<file path="src/rtl/core/itrs_pkg.sv">
// Shared constants, types and helper functions for the radix string converter.
`default_nettype none

package itrs_pkg;

    localparam int VALUE_WIDTH = 32;
    localparam int DATA_W      = ((VALUE_WIDTH + 7) / 8) * 8;
    localparam int CNT_W       = $clog2(VALUE_WIDTH);
    localparam int LEN_W       = CNT_W + 1;
    localparam int RADIX_W     = 6;
    localparam int CHAR_W      = 7;
    localparam int SHIFT_W     = 3;

    localparam logic [RADIX_W-1:0] RADIX_MIN   = 6'd2;
    localparam logic [RADIX_W-1:0] RADIX_MAX   = 6'd36;
    localparam logic [RADIX_W-1:0] RADIX_RESET = 6'd10;
    localparam logic [RADIX_W-1:0] ALPHA_START = 6'd10;
    localparam logic [CHAR_W-1:0]  SIGN_CHAR   = 7'd45;
    localparam logic [CHAR_W-1:0]  ZERO_CHAR   = 7'd48;
    localparam logic [CHAR_W-1:0]  ALPHA_CHAR  = 7'd97;
    localparam logic [CHAR_W-1:0]  NO_CHAR     = 7'd0;

    // Divider result as seen by the sequencer
    typedef struct packed {
        logic                   done;
        logic [VALUE_WIDTH-1:0] quotient;
        logic [RADIX_W-1:0]     remainder;
    } itrs_div_res_t;

    typedef enum logic [5:0] {
        ST_IDLE  = 6'b000001,
        ST_START = 6'b000010,
        ST_WAIT  = 6'b000100,
        ST_SIGN  = 6'b001000,
        ST_DIGIT = 6'b010000,
        ST_EMPTY = 6'b100000
    } itrs_state_t;

    // floor(log2(radix)); bits the quotient loses per division at least
    function automatic logic [SHIFT_W-1:0] radix_shift(input logic [RADIX_W-1:0] r);
        logic [SHIFT_W-1:0] s;
        s = '0;
        if (r[5])      s = 3'd5;
        else if (r[4]) s = 3'd4;
        else if (r[3]) s = 3'd3;
        else if (r[2]) s = 3'd2;
        else if (r[1]) s = 3'd1;
        return s;
    endfunction

    function automatic logic [CHAR_W-1:0] digit_char(input logic [RADIX_W-1:0] d);
        logic [CHAR_W-1:0] c;
        if (d < ALPHA_START)
            c = ZERO_CHAR + {1'b0, d};
        else
            c = ALPHA_CHAR + {1'b0, d - ALPHA_START};
        return c;
    endfunction

endpackage

`default_nettype wire

</file>
<file path="src/rtl/core/itrs_div.sv">
// Bit-serial restoring divider: one quotient bit per cycle, MSB first.
`default_nettype none

module itrs_div
    import itrs_pkg::*;
(
    input  wire logic                   clk,
    input  wire logic                   rst_n,
    input  wire logic                   start,
    input  wire logic [LEN_W-1:0]       len,
    input  wire logic [VALUE_WIDTH-1:0] dividend,
    input  wire logic [RADIX_W-1:0]     divisor,
    output itrs_div_res_t               res
);

    logic                   busy_reg, busy_next;
    logic                   done_reg, done_next;
    logic [CNT_W-1:0]       cnt_reg, cnt_next;
    logic [VALUE_WIDTH-1:0] d_reg, d_next;
    logic [VALUE_WIDTH-1:0] q_reg, q_next;
    logic [RADIX_W-1:0]     rem_reg, rem_next;
    logic [RADIX_W:0]       trial;
    logic [RADIX_W:0]       diff;

    assign trial = {rem_reg, d_reg[cnt_reg]};
    assign diff  = trial - {1'b0, divisor};

    always_comb
    begin
        busy_next = busy_reg;
        done_next = 1'b0;
        cnt_next  = cnt_reg;
        d_next    = d_reg;
        q_next    = q_reg;
        rem_next  = rem_reg;
        if (start)
        begin
            busy_next = 1'b1;
            d_next    = dividend;
            q_next    = '0;
            rem_next  = '0;
            cnt_next  = CNT_W'(len - LEN_W'(1));
        end
        else if (busy_reg)
        begin
            if (trial >= {1'b0, divisor})
            begin
                rem_next         = diff[RADIX_W-1:0];
                q_next[cnt_reg]  = 1'b1;
            end
            else
            begin
                rem_next = trial[RADIX_W-1:0];
            end
            if (cnt_reg == '0)
            begin
                busy_next = 1'b0;
                done_next = 1'b1;
            end
            else
            begin
                cnt_next = cnt_reg - CNT_W'(1);
            end
        end
    end

    always_ff @(posedge clk or negedge rst_n)
    begin
        if (!rst_n)
        begin
            busy_reg <= 1'b0;
            done_reg <= 1'b0;
            cnt_reg  <= '0;
        end
        else
        begin
            busy_reg <= busy_next;
            done_reg <= done_next;
            cnt_reg  <= cnt_next;
        end
    end

    always_ff @(posedge clk)
    begin
        d_reg   <= d_next;
        q_reg   <= q_next;
        rem_reg <= rem_next;
    end

    assign res.done      = done_reg;
    assign res.quotient  = q_reg;
    assign res.remainder = rem_reg;

endmodule

`default_nettype wire

</file>
<file path="src/rtl/core/int_to_radix_string.sv">
// Signed integer to ASCII text in a configurable base, one text per request.
// Each digit costs one division of len bits: len starts at 32 and drops by
// floor(log2(radix)) per digit, but never below 1.
// One number at a time: a new number is accepted only in the idle state,
// once the previous text has been handed to the output register.
// Asynchronous active-low reset; radix resets to 10, no clearing pass.
`default_nettype none

module int_to_radix_string
    import itrs_pkg::*;
(
    input  wire logic               clk,
    input  wire logic               rst_n,
    input  wire logic               s_tvalid,
    output logic                    s_tready,
    input  wire logic [DATA_W-1:0]  s_tdata,   // [31:0] number
    output logic                    m_tvalid,
    input  wire logic               m_tready,
    output logic [7:0]              m_tdata,   // [6:0] char_code, [7] zero
    output logic                    m_tlast,   // last_char
    output logic                    m_tuser,   // empty_text
    input  wire logic               cfg_valid,
    output logic                    cfg_ready,
    input  wire logic [RADIX_W-1:0] cfg_data   // radix
);

    itrs_state_t            state_reg, state_next;
    logic [RADIX_W-1:0]     radix_reg;
    logic                   neg_reg, neg_next;
    logic [VALUE_WIDTH-1:0] mag_reg, mag_next;
    logic [LEN_W-1:0]       len_reg, len_next;
    logic [SHIFT_W-1:0]     shift_reg, shift_next;
    logic [LEN_W-1:0]       nd_reg, nd_next;
    logic [CNT_W-1:0]       idx_reg, idx_next;
    logic [RADIX_W-1:0]     digits_reg [VALUE_WIDTH];
    logic                   dig_we;
    logic                   ov_reg, ov_next;
    logic [CHAR_W-1:0]      oc_reg, oc_next;
    logic                   ol_reg, ol_next;
    logic                   oe_reg, oe_next;
    logic                   div_start;
    itrs_div_res_t          div_res;
    logic                   load_ok;
    logic                   radix_bad;
    logic [VALUE_WIDTH-1:0] num;

    itrs_div u_div (
        .clk      (clk),
        .rst_n    (rst_n),
        .start    (div_start),
        .len      (len_reg),
        .dividend (mag_reg),
        .divisor  (radix_reg),
        .res      (div_res)
    );

    assign num       = s_tdata[VALUE_WIDTH-1:0];
    assign radix_bad = (radix_reg < RADIX_MIN) || (radix_reg > RADIX_MAX);
    assign load_ok   = !ov_reg || m_tready;
    assign s_tready  = (state_reg == ST_IDLE);
    assign cfg_ready = 1'b1;

    always_comb
    begin
        state_next = state_reg;
        neg_next   = neg_reg;
        mag_next   = mag_reg;
        len_next   = len_reg;
        shift_next = shift_reg;
        nd_next    = nd_reg;
        idx_next   = idx_reg;
        dig_we     = 1'b0;
        div_start  = 1'b0;
        ov_next    = ov_reg && !m_tready;
        oc_next    = oc_reg;
        ol_next    = ol_reg;
        oe_next    = oe_reg;
        unique case (state_reg)
            ST_IDLE:
            begin
                if (s_tvalid)
                begin
                    if (radix_bad)
                    begin
                        state_next = ST_EMPTY;
                    end
                    else
                    begin
                        neg_next   = num[VALUE_WIDTH-1];
                        // two's complement negate also covers the most negative value
                        mag_next   = num[VALUE_WIDTH-1] ? (~num + VALUE_WIDTH'(1)) : num;
                        len_next   = LEN_W'(VALUE_WIDTH);
                        shift_next = radix_shift(radix_reg);
                        nd_next    = '0;
                        state_next = ST_START;
                    end
                end
            end
            ST_START:
            begin
                div_start  = 1'b1;
                state_next = ST_WAIT;
            end
            ST_WAIT:
            begin
                if (div_res.done)
                begin
                    dig_we  = 1'b1;
                    nd_next = nd_reg + LEN_W'(1);
                    if (div_res.quotient == '0)
                    begin
                        idx_next   = nd_reg[CNT_W-1:0];
                        state_next = neg_reg ? ST_SIGN : ST_DIGIT;
                    end
                    else
                    begin
                        mag_next = div_res.quotient;
                        // quotient is below 2^(len - floor(log2 radix))
                        len_next = (len_reg > LEN_W'(shift_reg)) ?
                                   (len_reg - LEN_W'(shift_reg)) : LEN_W'(1);
                        state_next = ST_START;
                    end
                end
            end
            ST_SIGN:
            begin
                if (load_ok)
                begin
                    ov_next    = 1'b1;
                    oc_next    = SIGN_CHAR;
                    ol_next    = 1'b0;
                    oe_next    = 1'b0;
                    state_next = ST_DIGIT;
                end
            end
            ST_DIGIT:
            begin
                if (load_ok)
                begin
                    ov_next = 1'b1;
                    oc_next = digit_char(digits_reg[idx_reg]);
                    ol_next = (idx_reg == '0);
                    oe_next = 1'b0;
                    if (idx_reg == '0)
                        state_next = ST_IDLE;
                    else
                        idx_next = idx_reg - CNT_W'(1);
                end
            end
            ST_EMPTY:
            begin
                if (load_ok)
                begin
                    ov_next    = 1'b1;
                    oc_next    = NO_CHAR;
                    ol_next    = 1'b1;
                    oe_next    = 1'b1;
                    state_next = ST_IDLE;
                end
            end
            default:
            begin
                state_next = ST_IDLE;
            end
        endcase
    end

    always_ff @(posedge clk or negedge rst_n)
    begin
        if (!rst_n)
        begin
            state_reg <= ST_IDLE;
            radix_reg <= RADIX_RESET;
            ov_reg    <= 1'b0;
            nd_reg    <= '0;
        end
        else
        begin
            state_reg <= state_next;
            ov_reg    <= ov_next;
            nd_reg    <= nd_next;
            if (cfg_valid && cfg_ready)
                radix_reg <= cfg_data;
        end
    end

    always_ff @(posedge clk)
    begin
        neg_reg   <= neg_next;
        mag_reg   <= mag_next;
        len_reg   <= len_next;
        shift_reg <= shift_next;
        idx_reg   <= idx_next;
        oc_reg    <= oc_next;
        ol_reg    <= ol_next;
        oe_reg    <= oe_next;
        if (dig_we)
            digits_reg[nd_reg[CNT_W-1:0]] <= div_res.remainder;
    end

    assign m_tvalid = ov_reg;
    assign m_tdata  = {1'b0, oc_reg};
    assign m_tlast  = ol_reg;
    assign m_tuser  = oe_reg;

    // empty text is always a single terminal NUL character
    a_empty_last: assert property (@(posedge clk) disable iff (!rst_n)
        m_tvalid && m_tuser |-> m_tlast && (m_tdata == 8'd0))
        else $error("empty result not terminal NUL");

    // input is never ready while the divider reports a finished division
    a_ready_div: assert property (@(posedge clk) disable iff (!rst_n)
        s_tready |-> !div_res.done)
        else $error("input ready during division");

    // digit count never exceeds the value width
    a_nd_range: assert property (@(posedge clk) disable iff (!rst_n)
        nd_reg <= LEN_W'(VALUE_WIDTH))
        else $error("digit store overflow");

    // the final division always leads into sign or digit emission
    a_emit_after_div: assert property (@(posedge clk) disable iff (!rst_n)
        (state_reg == ST_WAIT) && div_res.done && (div_res.quotient == '0)
        |=> (state_reg == ST_SIGN) || (state_reg == ST_DIGIT))
        else $error("emission not entered after final division");

endmodule

`default_nettype wire

</file>
<file path="config.mk">
export PLATFORM = sky130hd
export DESIGN_NAME = int_to_radix_string
export DESIGN_NICKNAME = d
export VERILOG_FILES = /design/src/rtl/core/itrs_pkg.sv /design/src/rtl/core/itrs_div.sv /design/src/rtl/core/int_to_radix_string.sv
export SDC_FILE = /design/constraint.sdc
export NUM_CORES = 1
export LEC_CHECK = 0
export BUFFER_PORTS_ARGS = -buffer_cell sky130_fd_sc_hd__buf_2
export CORE_MARGIN = 2
export CORE_UTILIZATION = 35
export CTS_CLUSTER_SIZE = 14
export DETAILED_ROUTE_END_ITERATION = 7
export GPL_ROUTABILITY_DRIVEN = 0
export GPL_TIMING_DRIVEN = 0
export SLEW_MARGIN = 25
export SYNTH_ARGS = -nofsm -noshare
export SYNTH_HDL_FRONTEND = slang
export SYNTH_SLANG_ARGS = --single-unit
</file>
<file path="constraint.sdc">
create_clock -name clk -period 5.1 [get_ports clk]
set_input_delay 0.255 -clock clk [delete_from_list [all_inputs] [get_ports clk]]
set_output_delay 0.255 -clock clk [all_outputs]
set_load 0.05 [all_outputs]
</file>
==> metrics.cfg, run 1 <==
[outcome]
status = completed

[sta]
fin_skew_ns = 0.0202
tns_ns = 0
worstMarginPinSlew_ns = 1.05
rsz0062_at_grt = no
fmax_mhz = 213
relSlewSlack = 0.301
hold_viol = 0
fin_crit_sh = 0.919
setup_violations = 0
post-route-min-period_ns = 4.69
whs_ns = 0.0526
slew_violations = 0

[worst_setup_path]
crit_type = flop to flop
crit_slowest_cell = mux4_2
cp_num_cells = 16
crit_chain = clkbuf_1 -> mux4_2 -> a22o_1 -> a221oi_1 -> and3_1 -> ha_1 -> nor2b_1 -> o21ai_0 -> a21boi_0 -> o21ai_0 -> a21boi_0 -> nor2_1 -> clkbuf_1 -> mux2i_1 -> mux2i_1 -> nor2_1
r2r_cells = 16
cp_max_fo = 10
r2r_end = u_div.rem_reg[1]
critPathLaunchType = flop
slowest_delay_ns = 0.60
critPathTopFamily = compound AO/OA/AOI/OAI gates
cp-endpoint = u_div.rem_reg[1]
cp-startpoint = u_div.cnt_reg[0]
worstPathArrival_ns = 5.14
r2r-start = u_div.cnt_reg[0]
ff2ff_setup_slack_ns = 0.41
end_kind = flop
path_buf_inv = 2
cp.required_ns = 5.55

[final_layout]
final_cell_mix = edfxtp_1, nor2_1, nand2_1
fillCellCount = 4036
final_common_cell = edfxtp_1
nNetsFinal = 1297
fin_util = 0.406
largest_reg_flops = 192
num_antenna_cells = 0
areaGrowthSynthToFinish_pct = 14.8
final_cells = 1840
drive_gt1_frac = 0.144

[pwr]
power.leakage_nw = 6.15
peakVddDrop_mv = 0.284
power.density_nw_per_um2 = 483

[clock_tree]
insertion_delay_ns = 0.52
cts_max_path_buffers = 3
cts_tree = built
h-tree-depth = 2
root_buffer = clkbuf_16
cts_inserted_buffers = 36
clock_sinks = 348
clk_pin_slew_ns = 0.06

[place]
place_hpwl_um = 24100
place_inst = 1770
port_buffers = 53

[yosys]
yosys.area.top_type = edfxtp_1
synth_ff_type = edfxtp_1
syn_area_sq_um = 15200
synthTopCellsByArea = edfxtp_1, dfxtp_1, mux4_2
ys_seq_area_frac = 0.651
synth-edff-count = 280
postSynth.asyncResetShare = 0.0718
syn_inst = 1129
ys_warn_count = 0
synth_nets = 1194
syn_area_per_cell_sq_um = 13.5
netlist.area_leader.share = 0.553
yosys_register_bits = 348
ys_types = 69

[grt]
grt_pass1_vias = 9222
grt_max_degree = 36
grt_pass1_wl_um = 54400
antenna_found_initial = 0
grt_overflow = 0
grt_usage = 0.160

[die]
rows = 76
initial_core_util = 0.354
coreArea_sq_um = 43000
die_area_sq_um = 45200
die_h_um = 213
die_w_um = 213
io_pins = 56

[route]
wl_per_cell_um = 19.3
drt_iter0_drc = 698
first_pass_iters = 5
drc = 0
ant_nets = 0
wl_um = 35600
num_vias = 9445
via_per_inst = 5.13

[worst_hold_path]
hp-class = input port to flop

[job]
maxCapViolations = 0

==> final cells by class <==
| class | instances | area, sq um | area share |
|---|---|---|---|
| well taps | 585 | 732 | 0.0419 |
| clock buffers | 45 | 956 | 0.0547 |
| multi-input cells | 700 | 5000 | 0.286 |
| plain buffers | 54 | 240 | 0.0138 |
| flip-flops and latches | 348 | 9910 | 0.567 |
| clock inverters | 16 | 126 | 0.00724 |
| inverters | 27 | 101 | 0.00580 |
| repair buffers | 65 | 403 | 0.0231 |
==> metrics by stage <==
stage / total power [W] / instance area (sq um) / setup WS (ns)
2_1_floorplan: 0.00534 / 15200 / 1.35
3_3_place_gp: 0.00594 / 16200 / -0.0856
4_1_cts: 0.00850 / 17500 / 0.259
5_1_grt: 0.00886 / 17500 / 0.0650
6_report: 0.00844 / 17500 / 0.411
3_5_place_dp: 0.00602 / 16300 / 0.307
==> power breakdown <==
part           switching [W]  total (W)  internal, W
clock network        0.00104    0.00247      0.00142
registers           0.000465    0.00428      0.00382
logic                0.00107    0.00169     0.000621
total                0.00258    0.00844      0.00586
==> synthesized netlist by cell type, types with 4 or more instances <==
cell	count
edfxtp_1	280
nor2_1	100
nand2_1	96
o21ai_0	69
a21oi_1	64
mux2i_1	64
dfxtp_1	43
xor2_1	35
clkbuf_1	32
mux4_2	32
a22oi_1	26
inv_1	26
dfrtp_1	22
ha_1	20
nor2b_1	15
nand3_1	14
nor4_1	14
nand3b_1	13
buf_2	10
nor3_1	9
o31ai_1	8
or3_1	8
xnor2_1	8
buf_1	7
mux2_2	6
nand4_1	6
nor3b_1	6
or4_1	6
a211oi_1	5
and3_1	5
nand2b_1	5
o22ai_1	5
buf_4	4
o211ai_1	4
o41ai_1	4
==> per-layer routing <==
layer,vias up,global-route usage,part of all wire
met5,-,0,0
met4,0,0.0422,0.019
met3,49,0.0251,0.047
met2,260,0.267,0.49
met1,4660,0.216,0.45
li1,4476,-,-
==> cell families (layout without fill, tap and decap cells) <==
kind of cell | after synthesis | after routing | synth area share
simple gates | 315 | 315 | 0.100
fa+ha+maj | 22 | 22 | 0.0191
mux | 102 | 102 | 0.0939
other cells | 2 | 2 | 0.000494
compound gates | 216 | 216 | 0.0886
flops | 348 | 348 | 0.651
buf+inv | 81 | 207 | 0.0223
xor+xnor | 43 | 43 | 0.0248
==> what timing repair did <==
item | in CTS | in global routing
setup buffers | 0 | 0
endpoints found under the hold margin | 29 | 0
endpoints found under the setup margin | 0 | 11
resized for setup | 0 | 3
hold buffers | 9 | 0
==> how the worst min path moves through the flow <==
stage,end,start,cells after the start,slack [ns]
2_1_floorplan,m_tvalid,rst_n,0,-0.04
3_3_place_gp,m_tvalid,rst_n,1,0.29
3_5_place_dp,m_tvalid,rst_n,1,0.30
4_1_cts,neg_reg,s_tdata[31],1,0.04
5_1_grt,neg_reg,s_tdata[31],1,0.05
6_report,neg_reg,s_tdata[31],1,0.05
Power figures use the tool's default switching activity.
==> run 2: changes to the inputs <==
CELL_PAD_IN_SITES_DETAIL_PLACEMENT = 1   (was not set)
CELL_PAD_IN_SITES_GLOBAL_PLACEMENT = 2   (was not set)
PLACE_DENSITY_LB_ADDON = 0.1   (was not set)
==> run 2 against run 1 <==
Effect of this change: sequential share of layout area down 1.1 points; setup slack gained 0.14 ns; combinational power is 7% higher.
==> metrics.cfg, run 2 (same netlist as run 1, synthesis figures left out) <==
[outcome]
status = completed

[sta]
fmax_mhz = 220  ; +3.0%
relSlewSlack = 0.364  ; +0.0631
worst_slack_ns = 0.548  ; +0.137 ns
slew_violations = 0  ; unchanged
fin_skew_ns = 0.0191  ; -0.00106 ns
worstMarginPinSlew_ns = 0.955  ; -0.0918 ns
tns_ns = 0  ; unchanged
setup_violations = 0  ; unchanged
hold_viol = 0  ; unchanged
rsz0062_at_grt = no
post-route-min-period_ns = 4.55  ; -0.137 ns
fin_crit_sh = 0.893  ; -0.0268

[clock_tree]
h-tree-depth = 2  ; unchanged
insertion_delay_ns = 0.56  ; +0.04 ns
post_cts_buffers = 0  ; unchanged
clk_pin_slew_ns = 0.06  ; about the same
root_buffer = clkbuf_16
cts_max_path_buffers = 3  ; unchanged
clock_sinks = 348  ; unchanged
cts_inserted_buffers = 42  ; +17%
cts_tree = built

[worst_setup_path]
cp.required_ns = 5.52  ; -0.03 ns
crit_chain = clkbuf_2 -> mux4_2 -> a22oi_1 -> and3_1 -> ha_1 -> nor2b_1 -> o21ai_0 -> a21boi_0 -> o21ai_0 -> a21boi_0 -> nor2_1 -> and4b_1 -> clkbuf_1 -> a21oi_1 -> nor2_1
crit_type = flop to flop
end_kind = flop
worstPathArrival_ns = 4.97  ; -0.17 ns
slowest_delay_ns = 0.68  ; +0.08 ns
critPathTopFamily = compound AO/OA/AOI/OAI gates
path_buf_inv = 2  ; unchanged
crit_slowest_cell = dfrtp_1
cp_max_fo = 10  ; unchanged
critPathLaunchType = flop

[route]
ant_nets = 0  ; unchanged
via_per_inst = 5.11  ; -0.38%
drc = 0  ; unchanged
num_vias = 9496  ; +0.54%
wl_per_cell_um = 22.5  ; +17%
first_pass_iters = 5  ; unchanged
drt_iter0_drc = 476  ; -32%
wl_um = 41800  ; +18%

[final_layout]
areaGrowthSynthToFinish_pct = 17.0
drive_gt1_frac = 0.154  ; +0.00986
num_antenna_cells = 0  ; unchanged
final_cell_mix = edfxtp_1, nor2_1, nand2_1
nNetsFinal = 1303  ; +0.46%
final_common_cell = edfxtp_1
largest_reg_flops = 192  ; unchanged

[place]
place_hpwl_um = 29000  ; +20%
dp_slack_ns = -0.256  ; -0.563 ns
port_buffers = 53  ; unchanged

[pwr]
power.leakage_nw = 6.31  ; +2.7%
power_w = 0.00914  ; +8.2%
power.density_nw_per_um2 = 513  ; +6.1%
peakVddDrop_mv = 0.247  ; -13%

[die]
die_w_um = 213  ; unchanged
io_pins = 56  ; unchanged
initial_core_util = 0.354  ; unchanged
rows = 76  ; unchanged
die_area_sq_um = 45200  ; unchanged
coreArea_sq_um = 43000  ; unchanged
die_h_um = 213  ; unchanged

[grt]
grt_pass1_vias = 9903  ; +7.4%
grt_usage = 0.192  ; +0.0321
antenna_found_initial = 0  ; unchanged
grt_max_degree = 36  ; unchanged
grt_overflow = 0  ; unchanged
grt_pass1_wl_um = 63100  ; +16%

[job]
maxCapViolations = 0  ; unchanged

[worst_hold_path]
hp-class = input port to flop

==> run 2: cell types whose count changed in the layout (fill, tap and decap cells not counted), moves of 3 or more <==
cell,previous run,this run
clkbuf_1,39,36
bufinv_16,2,6
clkinv_1,7,12
inv_6,0,3
clkbuf_16,37,42
==> run 2: path summary, 6_finish.rpt <==
kind	to	cells past startpoint	slack, ns	from
max reg2reg	u_div.q_reg[19]	15	0.55	u_div.cnt_reg[0]
min	neg_reg	1	0.02	s_tdata[31]
max in group asynchronous	u_div.busy_reg	2	4.44	rst_n
max	u_div.q_reg[19]	15	0.55	u_div.cnt_reg[0]
min in group asynchronous	m_tvalid	2	0.25	rst_n
min reg2reg	u_div.d_reg[22]	0	0.42	mag_reg[22]
==> run 2: layout make-up <==
class	instances	area, sq um
Inverter	27	101
Fill cell	4510	25200
Clock buffer	50	1090
Clock inverter	28	303
Multi-Input combinational cell	700	5010
Sequential cell	348	9910
Timing Repair Buffer	66	428
Buffer	53	238
Tap cell	585	732
==> run 2: per-stage QoR <==
stage	hold slack, ns	util	area (sq um)	instances
global route	0.00738	0.414	17800	1857
CTS	0.00822	0.414	17800	1858
detailed placement	0.314	0.380	16300	1771
finish	0.0237	0.414	17800	1857
global placement	0.311	0.377	16200	1767
floorplan	-0.0406	-	15200	1129
==> run 2: report_power, final <==
part / total (W) / internal (W) / switching (W)
sequential: 0.00431 / 0.00382 / 0.000488
combinational: 0.00180 / 0.000648 / 0.00116
clock: 0.00303 / 0.00184 / 0.00119
==> run 2: worst reg2reg max path, stage by stage (launching register included) <==
cell and delay (ns):
dfrtp_1 0.68, clkbuf_2 0.45, mux4_2 0.61, a22oi_1 0.19
and3_1 0.28, ha_1 0.24, nor2b_1 0.06, o21ai_0 0.22
a21boi_0 0.16, o21ai_0 0.25, a21boi_0 0.16, nor2_1 0.35
and4b_1 0.25, clkbuf_1 0.26, a21oi_1 0.22, nor2_1 0.05
==> run 2: repair_timing <==
| item | CTS | global route |
|---|---|---|
| hold endpoints to repair | 29 | 0 |
| resized for setup | 2 | 2 |
| pin swaps | 0 | 0 |
| setup endpoints to repair | 21 | 22 |
| hold buffers | 9 | 0 |
==> run 2: per-layer routing <==
metal / GRT usage / share of wire / vias up
met1: 0.242 / 0.44 / 4830
met4: 0.0521 / 0.024 / 0
met3: 0.0288 / 0.026 / 57
met5: 0 / 0 / -
li1: - / - / 4495
met2: 0.342 / 0.51 / 114
==> run 3: changes to the inputs <==
GPL_TIMING_DRIVEN = not set   (was 0)
==> run 3 against run 2 <==
Effect of this change: setup slack gained 0.24 ns; combinational power rose by 3%; largest power group unchanged; register-to-register slack gained 0.24 ns; critical endpoint is now u_div.rem_reg[3]; die area unchanged; clock skew is 0.00061 ns lower; first-iteration DRC count decreased by 0.84%.
==> metrics.cfg, run 3 (same netlist as run 1, synthesis figures left out) <==
[clock_tree]
cts_tree = built
ctsHoldBuffers = 11  ; +2
root_buffer = clkbuf_16
clock_sinks = 348  ; unchanged
insertion_delay_ns = 0.55  ; about the same
cts_inserted_buffers = 40  ; -4.8%
post_cts_buffers = 0  ; unchanged
clk_pin_slew_ns = 0.06  ; about the same
ctsResizeCount = 0  ; -2
h-tree-depth = 2  ; unchanged
cts_max_path_buffers = 3  ; unchanged

[sta]
worstMarginPinSlew_ns = 0.929  ; -0.0259 ns
hold_viol = 0  ; unchanged
setup_violations = 0  ; unchanged
rsz0062_at_grt = no
post-route-min-period_ns = 4.31  ; -0.241 ns
relSlewSlack = 0.380  ; +0.0160
slew_violations = 0  ; unchanged
fmax_mhz = 232  ; +5.6%
fin_skew_ns = 0.0185  ; -0.000607 ns
fin_crit_sh = 0.845  ; -0.0473
worst_slack_ns = 0.789  ; +0.241 ns
tns_ns = 0  ; unchanged

[final_layout]
final_common_cell = edfxtp_1
nNetsFinal = 1268  ; -2.7%
num_antenna_cells = 0  ; unchanged
final_cells = 1818  ; -2.1%
fillCellCount = 4469  ; -0.91%
largest_reg_flops = 192  ; unchanged
areaGrowthSynthToFinish_pct = 15.3
drive_gt1_frac = 0.151  ; -0.00324
final_cell_mix = edfxtp_1, nor2_1, nand2_1
fin_util = 0.408  ; -0.00603

[place]
place_inst = 1735  ; -2.0%
port_buffers = 53  ; unchanged
dp_slack_ns = 0.749  ; +1.01 ns
place_hpwl_um = 26300  ; -9.3%

[pwr]
switching_share = 0.310  ; about the same
p_switching_w = 0.00274  ; -3.4%
combPwrFrac = 0.209  ; +0.012
power.leakage_nw = 6.20  ; -1.8%
clkPwrFrac = 0.318  ; -0.013
power.internal_w = 0.00609  ; -3.4%
peakVddDrop_mv = 0.255  ; +3.5%
power_frac_seq = 0.473  ; +0.002
power.density_nw_per_um2 = 503  ; -2.0%

[grt]
grt_max_degree = 65  ; +81%
grt_pass1_wl_um = 60300  ; -4.4%
grt_pass1_vias = 9718  ; -1.9%
grt_usage = 0.179  ; -0.0123
grt_overflow = 0  ; unchanged
antenna_found_initial = 0  ; unchanged

[worst_hold_path]
worstHoldStart = m_tready
hold_path_depth = 4  ; +3
min_to = m_tvalid
hp-class = input port to flop

[route]
drt_iter0_drc = 472  ; -0.84%
ant_nets = 0  ; unchanged
wl_per_cell_um = 21.5  ; -4.4%
num_vias = 9214  ; -3.0%
wl_um = 39200  ; -6.4%
drc = 0  ; unchanged
via_per_inst = 5.07  ; -0.89%
first_pass_iters = 6  ; +1

[die]
die_w_um = 213  ; unchanged
die_h_um = 213  ; unchanged
io_pins = 56  ; unchanged
die_area_sq_um = 45200  ; unchanged
coreArea_sq_um = 43000  ; unchanged
initial_core_util = 0.354  ; unchanged
rows = 76  ; unchanged

[worst_setup_path]
end_kind = flop
r2r_cells = 15  ; unchanged
worstPathArrival_ns = 4.77  ; -0.20 ns
cp_max_fo = 15  ; +5
ff2ff_setup_slack_ns = 0.79  ; +0.24 ns
r2r-start = u_div.cnt_reg[0]
critPathLaunchType = flop
cp.required_ns = 5.55  ; +0.03 ns
r2r_end = u_div.rem_reg[3]
crit_type = flop to flop

[job]
maxCapViolations = 0  ; unchanged

[outcome]
status = completed

run 3: power groups by stage:
stage	registers (W)	logic, W	clock network (W)
final	0.00418	0.00185	0.00280
after global placement	0.00424	0.00185	0
after floorplan	0.00419	0.00115	0
after global routing	0.00423	0.00208	0.00298
after CTS	0.00419	0.00190	0.00288
after detailed placement	0.00424	0.00188	0
run 3: worst max path at each step:
| stage | start | end |
|---|---|---|
| after detailed placement | u_div.cnt_reg[0] | u_div.q_reg[31] |
| final | u_div.cnt_reg[0] | u_div.rem_reg[3] |
| after global routing | u_div.cnt_reg[0] | u_div.rem_reg[3] |
| after floorplan | u_div.cnt_reg[0] | u_div.q_reg[1] |
| after CTS | u_div.cnt_reg[0] | u_div.rem_reg[3] |
| after global placement | u_div.cnt_reg[0] | u_div.q_reg[23] |
run 3: layout make-up:
type                       count  area [sq um]  share of cell area
clock inverter                25           204              0.0116
tap                          585           732              0.0417
inverter                      27           101             0.00577
multi-input combinational    700          4990               0.284
sequential                   348          9900               0.564
timing repair buffer          86           553              0.0315
clock buffer                  47          1070              0.0610
run 3: layer usage:
| metal | global-route usage | routed length (um) | part of all wire |
|---|---|---|---|
| met5 | 0 | 0 | 0 |
| met4 | 0.0487 | 881 | 0.023 |
| met3 | 0.0285 | 1070 | 0.027 |
| met2 | 0.312 | 19700 | 0.50 |
| met1 | 0.232 | 17500 | 0.45 |
run 3: stage by stage:
stage	hold slack (ns)	cell area [sq um]	total power [W]
after floorplan	-0.0406	15200	0.00534
after global routing	0.0429	17500	0.00929
after detailed placement	0.305	16200	0.00612
after global placement	0.306	16200	0.00609
final	0.0483	17500	0.00883
after CTS	0.00998	17500	0.00897
run 3: worst max-delay path, cell delays in order, from the launching register on:
cell	delay, ns
dfrtp_1	0.82
mux4_2	0.59
a22o_1	0.23
a221oi_1	0.23
and3_1	0.27
ha_1	0.21
nor2b_1	0.05
o21ai_0	0.20
a21boi_0	0.15
o21ai_0	0.24
a21boi_0	0.17
nor2_1	0.41
buf_4	0.25
nand2_1	0.06
o31a_1	0.12
a211oi_1	0.22
